**config.mk**
```make
export PLATFORM = sky130hd
export DESIGN_NAME = block_chain_allocator
export DESIGN_NICKNAME = d
export VERILOG_FILES = /design/src/rtl/bca_pkg.sv /design/src/rtl/block_chain_allocator.sv /design/src/rtl/bca_link_ram.sv /design/src/rtl/bca_engine.sv
export SDC_FILE = /design/constraint.sdc
export NUM_CORES = 2
export LEC_CHECK = 0
export ABC_AREA = 1
export ABC_CLOCK_PERIOD_IN_PS = 11500
export BUFFER_PORTS_ARGS = -buffer_cell sky130_fd_sc_hd__buf_2
export CAP_MARGIN = 15
export CORE_MARGIN = 8
export CORE_UTILIZATION = 55
export DETAILED_ROUTE_END_ITERATION = 10
export GPL_ROUTABILITY_DRIVEN = 0
export PLACE_DENSITY = 0.68
export SLEW_MARGIN = 20
export SYNTH_ARGS = -nofsm -noshare
export SYNTH_HDL_FRONTEND = slang
export SYNTH_SLANG_ARGS = --single-unit
```
**constraint.sdc**
```tcl
create_clock -name clock -period 11.5 [get_ports clock]
set_input_delay 1.15 -clock clock [delete_from_list [all_inputs] [get_ports clock]]
set_output_delay 1.15 -clock clock [all_outputs]
set_load 0.02 [all_outputs]
```
**src/rtl/bca_pkg.sv**
```systemverilog
// Shared constants, types and codes of the block chain allocator.
`timescale 1ns / 1ps

package bca_pkg;

   localparam int NUM_BLOCKS = 128;
   localparam int NUM_SLOTS  = 16;

   localparam int BLK_W  = $clog2(NUM_BLOCKS);
   localparam int LINK_W = $clog2(NUM_BLOCKS + 1);
   localparam int SLOT_W = (NUM_SLOTS > 1) ? $clog2(NUM_SLOTS) : 1;

   localparam int COUNT_W  = 8;
   localparam int FSLOT_W  = 4;
   localparam int STATUS_W = 3;
   localparam int FBLK_W   = 7;
   localparam int CNT_W    = (LINK_W > COUNT_W) ? LINK_W : COUNT_W;

   localparam logic [LINK_W-1:0] END_LINK = LINK_W'(NUM_BLOCKS);

   typedef enum logic {
      CMD_CREATE = 1'b0,
      CMD_DELETE = 1'b1
   } cmd_type;

   typedef enum logic [STATUS_W-1:0] {
      STAT_OK       = 3'd0,
      STAT_FULL     = 3'd1,
      STAT_NOSPACE  = 3'd2,
      STAT_NOSLOT   = 3'd3,
      STAT_BADCOUNT = 3'd4
   } status_type;

   typedef enum logic [3:0] {
      S_IDLE,
      S_CLEAR,
      S_EVAL,
      S_SCAN,
      S_LINK,
      S_LINK_END,
      S_DEL_READ,
      S_DEL_STEP,
      S_DONE
   } state_type;

   typedef struct packed {
      cmd_type              cmd;
      logic [COUNT_W-1:0]   block_count;
      logic                 contiguous;
      logic [FSLOT_W-1:0]   file_slot;
   } req_type;

   typedef struct packed {
      status_type           status;
      logic [FSLOT_W-1:0]   slot_given;
      logic [FBLK_W-1:0]    first_block;
   } rsp_type;

endpackage

```
**src/rtl/block_chain_allocator.sv**
```systemverilog
// Top level of the block chain allocator: stream ports and result register.
//
// Allocates blocks from a pool of 128 for a table of 16 files, one request at a
// time; req_tready is low while a request is in work. After reset the block map
// is cleared one block per cycle, so req_tready stays low until every block is
// cleared. A create checks the table and the count, then scans the block map
// one block per cycle until it has found the run (contiguous) or enough free
// blocks (chained), then makes a second pass one block per cycle that marks and
// links the blocks, and a last step writes the end link. A delete walks the
// chain through S_DEL_READ and S_DEL_STEP for each block, since each step reads
// the next link from the link memory before freeing the block. A finished
// result waits in the output register while the next request is taken.
`timescale 1ns / 1ps

module block_chain_allocator
   import bca_pkg::*;
(
   input  logic        clock,
   input  logic        reset,
   input  logic        req_tvalid,
   output logic        req_tready,
   input  logic [15:0] req_tdata,   // block_count[7:0], contiguous[8], file_slot[12:9], zero
   input  logic        req_tuser,   // cmd[0]
   output logic        rsp_tvalid,
   input  logic        rsp_tready,
   output logic [15:0] rsp_tdata    // status[2:0], slot_given[6:3], first_block[13:7], zero
);

   req_type eng_req;
   rsp_type eng_rsp;
   logic    eng_rsp_valid;
   logic    eng_rsp_ready;

   logic    rsp_valid_ff, rsp_valid_in;
   rsp_type rsp_data_ff, rsp_data_in;

   assign eng_req.cmd         = cmd_type'(req_tuser);
   assign eng_req.block_count = req_tdata[7:0];
   assign eng_req.contiguous  = req_tdata[8];
   assign eng_req.file_slot   = req_tdata[12:9];

   bca_engine u_engine (
      .clock     (clock),
      .reset     (reset),
      .req_valid (req_tvalid),
      .req_ready (req_tready),
      .req       (eng_req),
      .rsp_valid (eng_rsp_valid),
      .rsp_ready (eng_rsp_ready),
      .rsp       (eng_rsp)
   );

   assign eng_rsp_ready = !rsp_valid_ff || rsp_tready;

   always_comb begin
      rsp_valid_in = rsp_valid_ff;
      rsp_data_in  = rsp_data_ff;
      if (eng_rsp_ready) begin
         rsp_valid_in = eng_rsp_valid;
         if (eng_rsp_valid) begin
            rsp_data_in = eng_rsp;
         end
      end
   end

   always_ff @(posedge clock) begin
      if (reset) begin
         rsp_valid_ff <= 1'b0;
      end else begin
         rsp_valid_ff <= rsp_valid_in;
      end
   end

   always_ff @(posedge clock) begin
      rsp_data_ff <= rsp_data_in;
   end

   assign rsp_tvalid = rsp_valid_ff;
   assign rsp_tdata  = {2'b00, rsp_data_ff.first_block, rsp_data_ff.slot_given,
                        rsp_data_ff.status};

endmodule

```
**src/rtl/bca_link_ram.sv**
```systemverilog
// Next-link memory: one write port, one registered read port.
`timescale 1ns / 1ps

module bca_link_ram
   import bca_pkg::*;
(
   input  logic              clock,
   input  logic              wr_en,
   input  logic [BLK_W-1:0]  wr_addr,
   input  logic [LINK_W-1:0] wr_data,
   input  logic [BLK_W-1:0]  rd_addr,
   output logic [LINK_W-1:0] rd_data
);

   logic [LINK_W-1:0] mem [NUM_BLOCKS];
   logic [LINK_W-1:0] rd_data_ff;

   always_ff @(posedge clock) begin
      if (wr_en) begin
         mem[wr_addr] <= wr_data;
      end
      rd_data_ff <= mem[rd_addr];
   end

   assign rd_data = rd_data_ff;

endmodule

```
**src/rtl/bca_engine.sv**
```systemverilog
// Allocation sequencer: block map, file table, scan, link and delete walk.
`timescale 1ns / 1ps

module bca_engine
   import bca_pkg::*;
(
   input  logic    clock,
   input  logic    reset,
   input  logic    req_valid,
   output logic    req_ready,
   input  req_type req,
   output logic    rsp_valid,
   input  logic    rsp_ready,
   output rsp_type rsp
);

   state_type           state_ff, state_in;
   cmd_type             cmd_ff, cmd_in;
   logic [COUNT_W-1:0]  count_ff, count_in;
   logic                contig_ff, contig_in;
   logic [FSLOT_W-1:0]  fslot_ff, fslot_in;
   logic [LINK_W-1:0]   idx_ff, idx_in;
   logic [CNT_W-1:0]    run_ff, run_in;
   logic [CNT_W-1:0]    got_ff, got_in;
   logic [BLK_W-1:0]    last_ff, last_in;
   logic [BLK_W-1:0]    first_ff, first_in;
   logic [SLOT_W-1:0]   free_slot_ff, free_slot_in;
   logic [LINK_W-1:0]   steps_ff, steps_in;
   status_type          status_ff, status_in;
   logic [NUM_SLOTS-1:0]  slot_valid_ff, slot_valid_in;
   logic [BLK_W-1:0]    slot_first_ff [NUM_SLOTS];

   logic                used_mem [NUM_BLOCKS];
   logic                used_rd_ff;
   logic                used_wr_en;
   logic                used_wr_data;
   logic [BLK_W-1:0]    used_rd_addr;

   logic                sf_wr_en;
   logic [BLK_W-1:0]    blk_idx;
   logic                blk_used;
   logic [CNT_W-1:0]    count_w;
   logic [CNT_W-1:0]    run_inc;
   logic [CNT_W-1:0]    got_inc;
   logic                free_found;
   logic [SLOT_W-1:0]   free_idx;
   logic [SLOT_W-1:0]   slot_idx;
   logic                slot_bad;

   logic                ram_wr_en;
   logic [BLK_W-1:0]    ram_wr_addr;
   logic [LINK_W-1:0]   ram_wr_data;
   logic [BLK_W-1:0]    ram_rd_addr;
   logic [LINK_W-1:0]   ram_rd_data;

   bca_link_ram u_link_ram (
      .clock   (clock),
      .wr_en   (ram_wr_en),
      .wr_addr (ram_wr_addr),
      .wr_data (ram_wr_data),
      .rd_addr (ram_rd_addr),
      .rd_data (ram_rd_data)
   );

   always_comb begin
      free_found = 1'b0;
      free_idx   = '0;
      for (int s = NUM_SLOTS - 1; s >= 0; s--) begin
         if (!slot_valid_ff[s]) begin
            free_found = 1'b1;
            free_idx   = SLOT_W'(s);
         end
      end
   end

   assign blk_idx      = idx_ff[BLK_W-1:0];
   assign blk_used     = used_rd_ff;
   assign used_rd_addr = idx_in[BLK_W-1:0];
   assign count_w      = CNT_W'(count_ff);
   assign run_inc      = run_ff + CNT_W'(1);
   assign got_inc      = got_ff + CNT_W'(1);
   assign slot_idx     = SLOT_W'(fslot_ff);
   assign slot_bad     = (32'(fslot_ff) >= NUM_SLOTS) || !slot_valid_ff[slot_idx];

   always_comb begin
      state_in      = state_ff;
      cmd_in        = cmd_ff;
      count_in      = count_ff;
      contig_in     = contig_ff;
      fslot_in      = fslot_ff;
      idx_in        = idx_ff;
      run_in        = run_ff;
      got_in        = got_ff;
      last_in       = last_ff;
      first_in      = first_ff;
      free_slot_in  = free_slot_ff;
      steps_in      = steps_ff;
      status_in     = status_ff;
      slot_valid_in = slot_valid_ff;
      used_wr_en    = 1'b0;
      used_wr_data  = 1'b0;
      sf_wr_en      = 1'b0;
      ram_wr_en     = 1'b0;
      ram_wr_addr   = blk_idx;
      ram_wr_data   = END_LINK;
      ram_rd_addr   = blk_idx;
      req_ready     = 1'b0;
      rsp_valid     = 1'b0;

      case (state_ff)
         S_IDLE: begin
            req_ready = 1'b1;
            if (req_valid) begin
               cmd_in    = req.cmd;
               count_in  = req.block_count;
               contig_in = req.contiguous;
               fslot_in  = req.file_slot;
               state_in  = S_EVAL;
            end
         end
         S_CLEAR: begin
            used_wr_en   = 1'b1;
            used_wr_data = 1'b0;
            idx_in       = idx_ff + LINK_W'(1);
            if (idx_ff == LINK_W'(NUM_BLOCKS - 1)) begin
               state_in = S_IDLE;
            end
         end
         S_EVAL: begin
            idx_in   = '0;
            run_in   = '0;
            got_in   = '0;
            steps_in = '0;
            if (cmd_ff == CMD_CREATE) begin
               free_slot_in = free_idx;
               if (!free_found) begin
                  status_in = STAT_FULL;
                  state_in  = S_DONE;
               end else if (count_w == '0) begin
                  status_in = STAT_BADCOUNT;
                  state_in  = S_DONE;
               end else if (count_w > CNT_W'(NUM_BLOCKS)) begin
                  status_in = STAT_NOSPACE;
                  state_in  = S_DONE;
               end else begin
                  state_in = S_SCAN;
               end
            end else begin
               if (slot_bad) begin
                  status_in = STAT_NOSLOT;
                  state_in  = S_DONE;
               end else begin
                  idx_in   = LINK_W'(slot_first_ff[slot_idx]);
                  state_in = S_DEL_READ;
               end
            end
         end
         S_SCAN: begin
            if (!blk_used && run_inc == count_w) begin
               idx_in   = contig_ff ?
                          LINK_W'(CNT_W'(idx_ff) + CNT_W'(1) - count_w) : '0;
               state_in = S_LINK;
            end else begin
               run_in = blk_used ? (contig_ff ? '0 : run_ff) : run_inc;
               idx_in = idx_ff + LINK_W'(1);
               if (idx_ff == LINK_W'(NUM_BLOCKS - 1)) begin
                  status_in = STAT_NOSPACE;
                  state_in  = S_DONE;
               end
            end
         end
         S_LINK: begin
            idx_in = idx_ff + LINK_W'(1);
            if (!blk_used) begin
               used_wr_en   = 1'b1;
               used_wr_data = 1'b1;
               if (got_ff == '0) begin
                  first_in = blk_idx;
               end else begin
                  ram_wr_en   = 1'b1;
                  ram_wr_addr = last_ff;
                  ram_wr_data = idx_ff;
               end
               last_in = blk_idx;
               got_in  = got_inc;
               if (got_inc == count_w) begin
                  state_in = S_LINK_END;
               end
            end
         end
         S_LINK_END: begin
            ram_wr_en                   = 1'b1;
            ram_wr_addr                 = last_ff;
            ram_wr_data                 = END_LINK;
            slot_valid_in[free_slot_ff] = 1'b1;
            sf_wr_en                    = 1'b1;
            status_in                   = STAT_OK;
            state_in                    = S_DONE;
         end
         S_DEL_READ: begin
            if (idx_ff >= END_LINK || steps_ff == LINK_W'(NUM_BLOCKS)) begin
               slot_valid_in[slot_idx] = 1'b0;
               status_in               = STAT_OK;
               state_in                = S_DONE;
            end else begin
               state_in = S_DEL_STEP;
            end
         end
         S_DEL_STEP: begin
            used_wr_en       = 1'b1;
            used_wr_data     = 1'b0;
            ram_wr_en        = 1'b1;
            ram_wr_addr      = blk_idx;
            ram_wr_data      = END_LINK;
            idx_in           = ram_rd_data;
            steps_in         = steps_ff + LINK_W'(1);
            state_in         = S_DEL_READ;
         end
         S_DONE: begin
            rsp_valid = 1'b1;
            if (rsp_ready) begin
               state_in = S_IDLE;
            end
         end
         default: begin
            state_in = S_IDLE;
         end
      endcase
   end

   always_comb begin
      rsp.status      = status_ff;
      rsp.slot_given  = '0;
      rsp.first_block = '0;
      if (cmd_ff == CMD_CREATE && status_ff == STAT_OK) begin
         rsp.slot_given  = FSLOT_W'(free_slot_ff);
         rsp.first_block = FBLK_W'(first_ff);
      end
   end

   always_ff @(posedge clock) begin
      if (reset) begin
         state_ff      <= S_CLEAR;
         idx_ff        <= '0;
         slot_valid_ff <= '0;
      end else begin
         state_ff      <= state_in;
         idx_ff        <= idx_in;
         slot_valid_ff <= slot_valid_in;
      end
   end

   always_ff @(posedge clock) begin
      if (used_wr_en) begin
         used_mem[blk_idx] <= used_wr_data;
      end
      used_rd_ff <= used_mem[used_rd_addr];
   end

   always_ff @(posedge clock) begin
      cmd_ff       <= cmd_in;
      count_ff     <= count_in;
      contig_ff    <= contig_in;
      fslot_ff     <= fslot_in;
      run_ff       <= run_in;
      got_ff       <= got_in;
      last_ff      <= last_in;
      first_ff     <= first_in;
      free_slot_ff <= free_slot_in;
      steps_ff     <= steps_in;
      status_ff    <= status_in;
      if (sf_wr_en) begin
         slot_first_ff[free_slot_ff] <= first_ff;
      end
   end

endmodule
```
# Word-level counts from Yosys, hierarchy flattened
# Memories as Yosys holds them, arrays and structs flattened. A register that Yosys moved wholly into a read port is not among the register bits.
# Cells that the tools add are included.
op_classes:
  bitwise_logic: 5
  order_cmp: 6
  n_addsub: 5
  n_mux: 96
  n_eq_ne: 24
  n_reduce_logical: 34
op_table:
  columns: ["op", "count"]
  rows:
  - ["$mux W4", 22]
  - ["$mux W8", 10]
  - ["$pmux W8 S2", 3]
  - ["$mux W3", 12]
  - ["$pmux W4 S9", 1]
  - ["$mux W1", 33]
  - ["$add A8 B1 Y8 const B", 4]
  - ["$pmux W16 S2", 1]
  - ["$pmux W8 S4", 1]
  - ["$mux W7", 3]
  - ["$and A16 B16 Y16", 1]
  - ["$eq A4 B3 Y1 const B", 4]
  - ["$eq A8 B8 Y1", 2]
  - ["$logic_not A8 Y1", 2]
  - ["$mux W16", 1]
  - ["$not A16 Y16", 1]
  - ["$or A16 B16 Y16", 1]
  - ["$pmux W7 S2", 1]
  - ["$reduce_and A2 Y1", 7]
  - ["$pmux W3 S4", 1]
  - ["$reduce_and A6 Y1", 2]
  - ["$lt A4 B5 Y1 const B", 2]
  - ["$demux W1 S4", 2]
  - ["$eq A4 B2 Y1 const B", 2]
  - ["29 further kinds", 51]
totals:
  mem_bits_rw: 1264
  inputBits: 21
  ff_bits: 102
  output_inout_bits: 18
  memories: 3
  wordCells: 195
memory_table:
  columns: ["name", "words", "width", "rd", "rd_clocked_by_memory_dff", "wr", "line_no", "source"]
  rows:
  - ["u_engine.u_link_ram.mem", 128, 8, 1, 1, 1, "bca_link_ram.sv:15", "logic [LINK_W-1:0] mem [NUM_BLOCKS];"]
  - ["u_engine.used_mem", 128, 1, 1, 1, 1, "bca_engine.sv:33", "logic used_mem [NUM_BLOCKS];"]
  - ["u_engine.slot_first_ff", 16, 7, 1, 1, 1, "bca_engine.sv:31", "logic [BLK_W-1:0] slot_first_ff [NUM_SLOTS];"]

# Logic depth before layout (Yosys ltp)
depth:
  depth_word: 19
  ltp_mapped: 24
  ltp_nobuf: 23

# Cells and area by module
# Synthesis repeated with hierarchy kept, for this count alone.
unflattened:
  hier_cells: 5363
  hier_area_um2: 58961.5
modules_own_cells:
  columns: ["mod", "n_inst", "area_each_um2", "cells_each", "seq_area_each_um2"]
  rows:
  - ["bca_link_ram", 1, 42104.1, 3575, 30909.6]
  - ["bca_engine", 1, 16370.7, 1765, 9639.2]
  - ["block_chain_allocator", 1, 486.7, 23, 440.4]

# Worst setup path before layout
# Ideal clock, no wire load.
synth_path:
  path_type: "reg-to-reg"
  from: "register u_engine.state_ff[0]"
  to: "memory u_engine.u_link_ram.mem[0][4] in the netlist's numbering, data pin"
  path_stages_with_launch: 7
  n_path_buf: 1
  slack_ns: 4.238
  required_time_ns: 10.706
  t_arrival_ns: 6.468
  path_cell_list: "dfxtp_1 -> buf_2 -> nor2_1 -> nand2_2 -> nor2_2 -> nand2_1 -> nor2_1"
synth_via:
  elab_chain_len: 2
synth_rtl:
  columns: ["element", "line_no", "source"]
  rows:
  - ["start: declaration", "bca_engine.sv:17", "state_type state_ff, state_in;"]
  - ["start signal: assignment", "bca_engine.sv:247", "state_ff <= state_in;"]
  - ["$eq A4 B3 Y1", "bca_engine.sv:110", "case (state_ff)"]
  - ["$mux W8", "bca_engine.sv:110", null]
  - ["named net u_engine.ram_wr_data[4]", "bca_engine.sv:52", "logic [LINK_W-1:0] ram_wr_data;"]
  - ["end: declaration", "bca_link_ram.sv:15", null]
# The timed path passes the listed nets, and every way through them passes these cells.

==> impl_metrics.toml <==
[sta]
drv_slew = 0
setup_viol = 0
fin_crit_ns = 4.97
rsz0062_at_grt = "no"
setup-tns-final_ns = 0
slew_headroom = 0.240
worst_slack_ns = 6.53
clock_skew_ns = 0.0371
fin_crit_sh = 0.432
fmax_ghz = 0.201
finalHoldViolCount = 0
worst_pin_slew_ns = 1.14

[setup_path]
critPathArrivalTime_ns = 5.55
reg2reg_slack_ns = 6.53
critPathCaptureType = "register"
critPathMaxFanout = 46
required_ns = 12.08
critPathLaunchType = "register"
reg2reg_from = "u_engine.idx_ff[0]$_SDFF_PP0_"
path_class = "register to register"
startpoint = "u_engine.idx_ff[0]$_SDFF_PP0_"

[job]
maxCapViolations = 0

[global_routing]
overflow = 0
antenna_found_initial = 3
track_usage = 0.254
first_global_vias = 33006
grt_pass1_wl_um = 209000
grt_max_degree = 137

[status]
status = "complete, no violations"

[place]
placedCellCount = 5307
dp_slack_ns = 6.54
dp.final_hpwl_um = 81200
port_buffers = 33

[synth]
postSynth.asyncResetShare = 0
netlist.area_leader.share = 0.735
ys_warn_count = 0
synth_seq_cells = 1379
ys.flop_type = "edfxtp_1"
synth_most_common_cell = "edfxtp_1"
syn_area_um2 = 54600
synth_top_family_by_area = "simple AND/OR/NAND/NOR gates"
ys_seq_area_frac = 0.750
synth_common_cells = "edfxtp_1 (1337), nand2_1 (737), nor2_1 (498)"
synth_mux_area_frac = 0
avgSynthCellArea_um2 = 13.2
synth.distinct_cells = 54
synth_edf_count = 1337
synth_fa_ha_area_frac = 0.00357
synthCells = 4131
synth.largest_area_cell = "edfxtp_1"
synth_compound_area_frac = 0.0815
synth-xor-area-share = 0.00273
yosys-top-cells-area = "edfxtp_1 (73%), nand2_1 (5.1%), nor2_1 (3.4%)"
yosys.area_share.simple = 0.131

[drt]
wl_per_cell_um = 25.3
drtAntennaViolNets = 0
num_vias = 34581
totalWireLength_um = 141000
avgViaCountPerCell = 6.22
drt_iter0_drc = 4029
dr.pass1.iters = 6
route.detailed.drc = 0

[pwr]
total_power_uw = 10200
ir_worst_vdd_uv = 157
pwr_density_cell_nw_per_um2 = 169
p_leak_uw = 0.0203

[die]
fp-row-count = 115
chipWidth_um = 331
core_um2 = 98400
design.die.area_um2 = 110000
io-pin-count = 39
die_h_um = 331
start_util = 0.555

[cts]
cts_tree = "built"
numCtsBuffers = 139
clk_pin_slew_worst_paths_ns = 0.06
clock_latency_ns = 0.75
cts_resized = 0
cts.sinks = 1379
clock-root-buffer = "clkbuf_16"
post_cts_buffers = 0
clockBufferDepth = 3
hold_buffers = 0
cts_htree_levels = 4

[layout]
area.growth.synth_to_final_pct = 10.6
nets = 4197
finalNonFillerCells = 5563
layout-drive-gt1-share = 0.0779
fin_util = 0.614

[hold_path]
hp-class = "register to register"
worstHoldStart = "u_engine.status_ff[2]$_DFFE_PP_"
[layer usage]
layer	routed length (um)	track usage	share of wire	vias to the layer above
met5	0	0	0	-
met2	67500	0.411	0.48	1800
met1	54900	0.345	0.39	17105
li1	-	-	-	15373
met3	13800	0.0512	0.098	303
met4	4420	0.0880	0.031	0
[registers in the layout, indices dropped and copies added (netlist names), 14 cells and up, named ones only]
| signal | flops |
|---|---|
| u_engine.u_link_ram.mem | 1024 |
| u_engine.used_mem | 128 |
| u_engine.slot_first_ff | 112 |
| u_engine.slot_valid_ff | 16 |
| rsp_tdata | 14 |
[kinds of logic (layout without fill, tap and decap cells)]
kind of cell,Yosys count,after routing
buffers and inverters,412,553
XOR/XNOR,17,17
adder cells (fa/ha/maj),15,15
AO/OA/AOI/OAI,621,621
other,1,5
AND/OR/NAND/NOR,1686,1686
flip-flops,1379,1379
[placed cells by master (no fill, tap or decap), types with 4 or more instances in the layout]
master	instances
edfxtp_1	1337
nand3_2	4
clkbuf_16	143
a22o_1	77
nor4_1	7
nand2_2	8
ha_1	14
xor2_1	15
nor2_4	11
clkbuf_8	5
clkinv_1	44
a22oi_1	146
o22ai_1	12
buf_2	33
bufinv_16	7
clkinv_2	16
o211ai_1	11
o2111ai_1	5
o221ai_1	10
dfxtp_1	41
inv_2	14
nand4_1	129
nor2_2	8
nand3b_1	6
o21ai_0	140
clkbuf_1	33
buf_4	53
a21oi_1	61
nor3_1	18
clkinv_8	5
nand3_1	264
nand2_1	736
a221oi_1	134
a41oi_1	5
inv_1	182
inv_4	9
nor2_1	488
[final timing paths]
check                                           endpoint  cells after the start
setup / recovery  u_engine.u_link_ram.rd_data[6]$_DFF_P_                     12
hold / removal                    rsp_tdata[2]$_DFFE_PP_                      0
setup reg to reg  u_engine.u_link_ram.rd_data[6]$_DFF_P_                     12
hold reg to reg                   rsp_tdata[2]$_DFFE_PP_                      0
[per-stage QoR]
stage	area, um^2	hold slack, ns
final	60500	0.478
after global placement	56100	0.491
after floorplan	54600	0.420
after global routing	60500	0.497
after detailed placement	56100	0.475
after CTS	60400	0.481
[power breakdown]
part | internal, uW | switching, uW | total, uW | leakage (uW)
combinational | 112 | 298 | 409 | 0.00549
sequential | 5430 | 7.08 | 5440 | 0.0127
clock | 2480 | 1880 | 4360 | 0.00214
total | 8020 | 2180 | 10200 | 0.0203
[critical path: stages, from the launching register on]
cell      delay, ns
dfxtp_1        0.68
inv_2          0.24
nand3_1        0.67
inv_4          0.44
buf_4          0.44
buf_4          0.41
a221oi_1       0.45
nand4_1        0.21
a22o_1         0.22
a21oi_1        0.30
o22ai_1        0.13
a221oi_1       0.38
nand2_1        0.19
[final cells by class]
cell class                 instances  area, um^2
timing repair buffer              88         594
multi-input combinational       2341       12000
sequential                      1379       41000
tap                             1287        1610
antenna                            3        7.51
clock inverter                    72         614
clock buffer                     181        3770
inverter                         212         818
fill                            7502       38000
(Power assumes the default switching activity.)
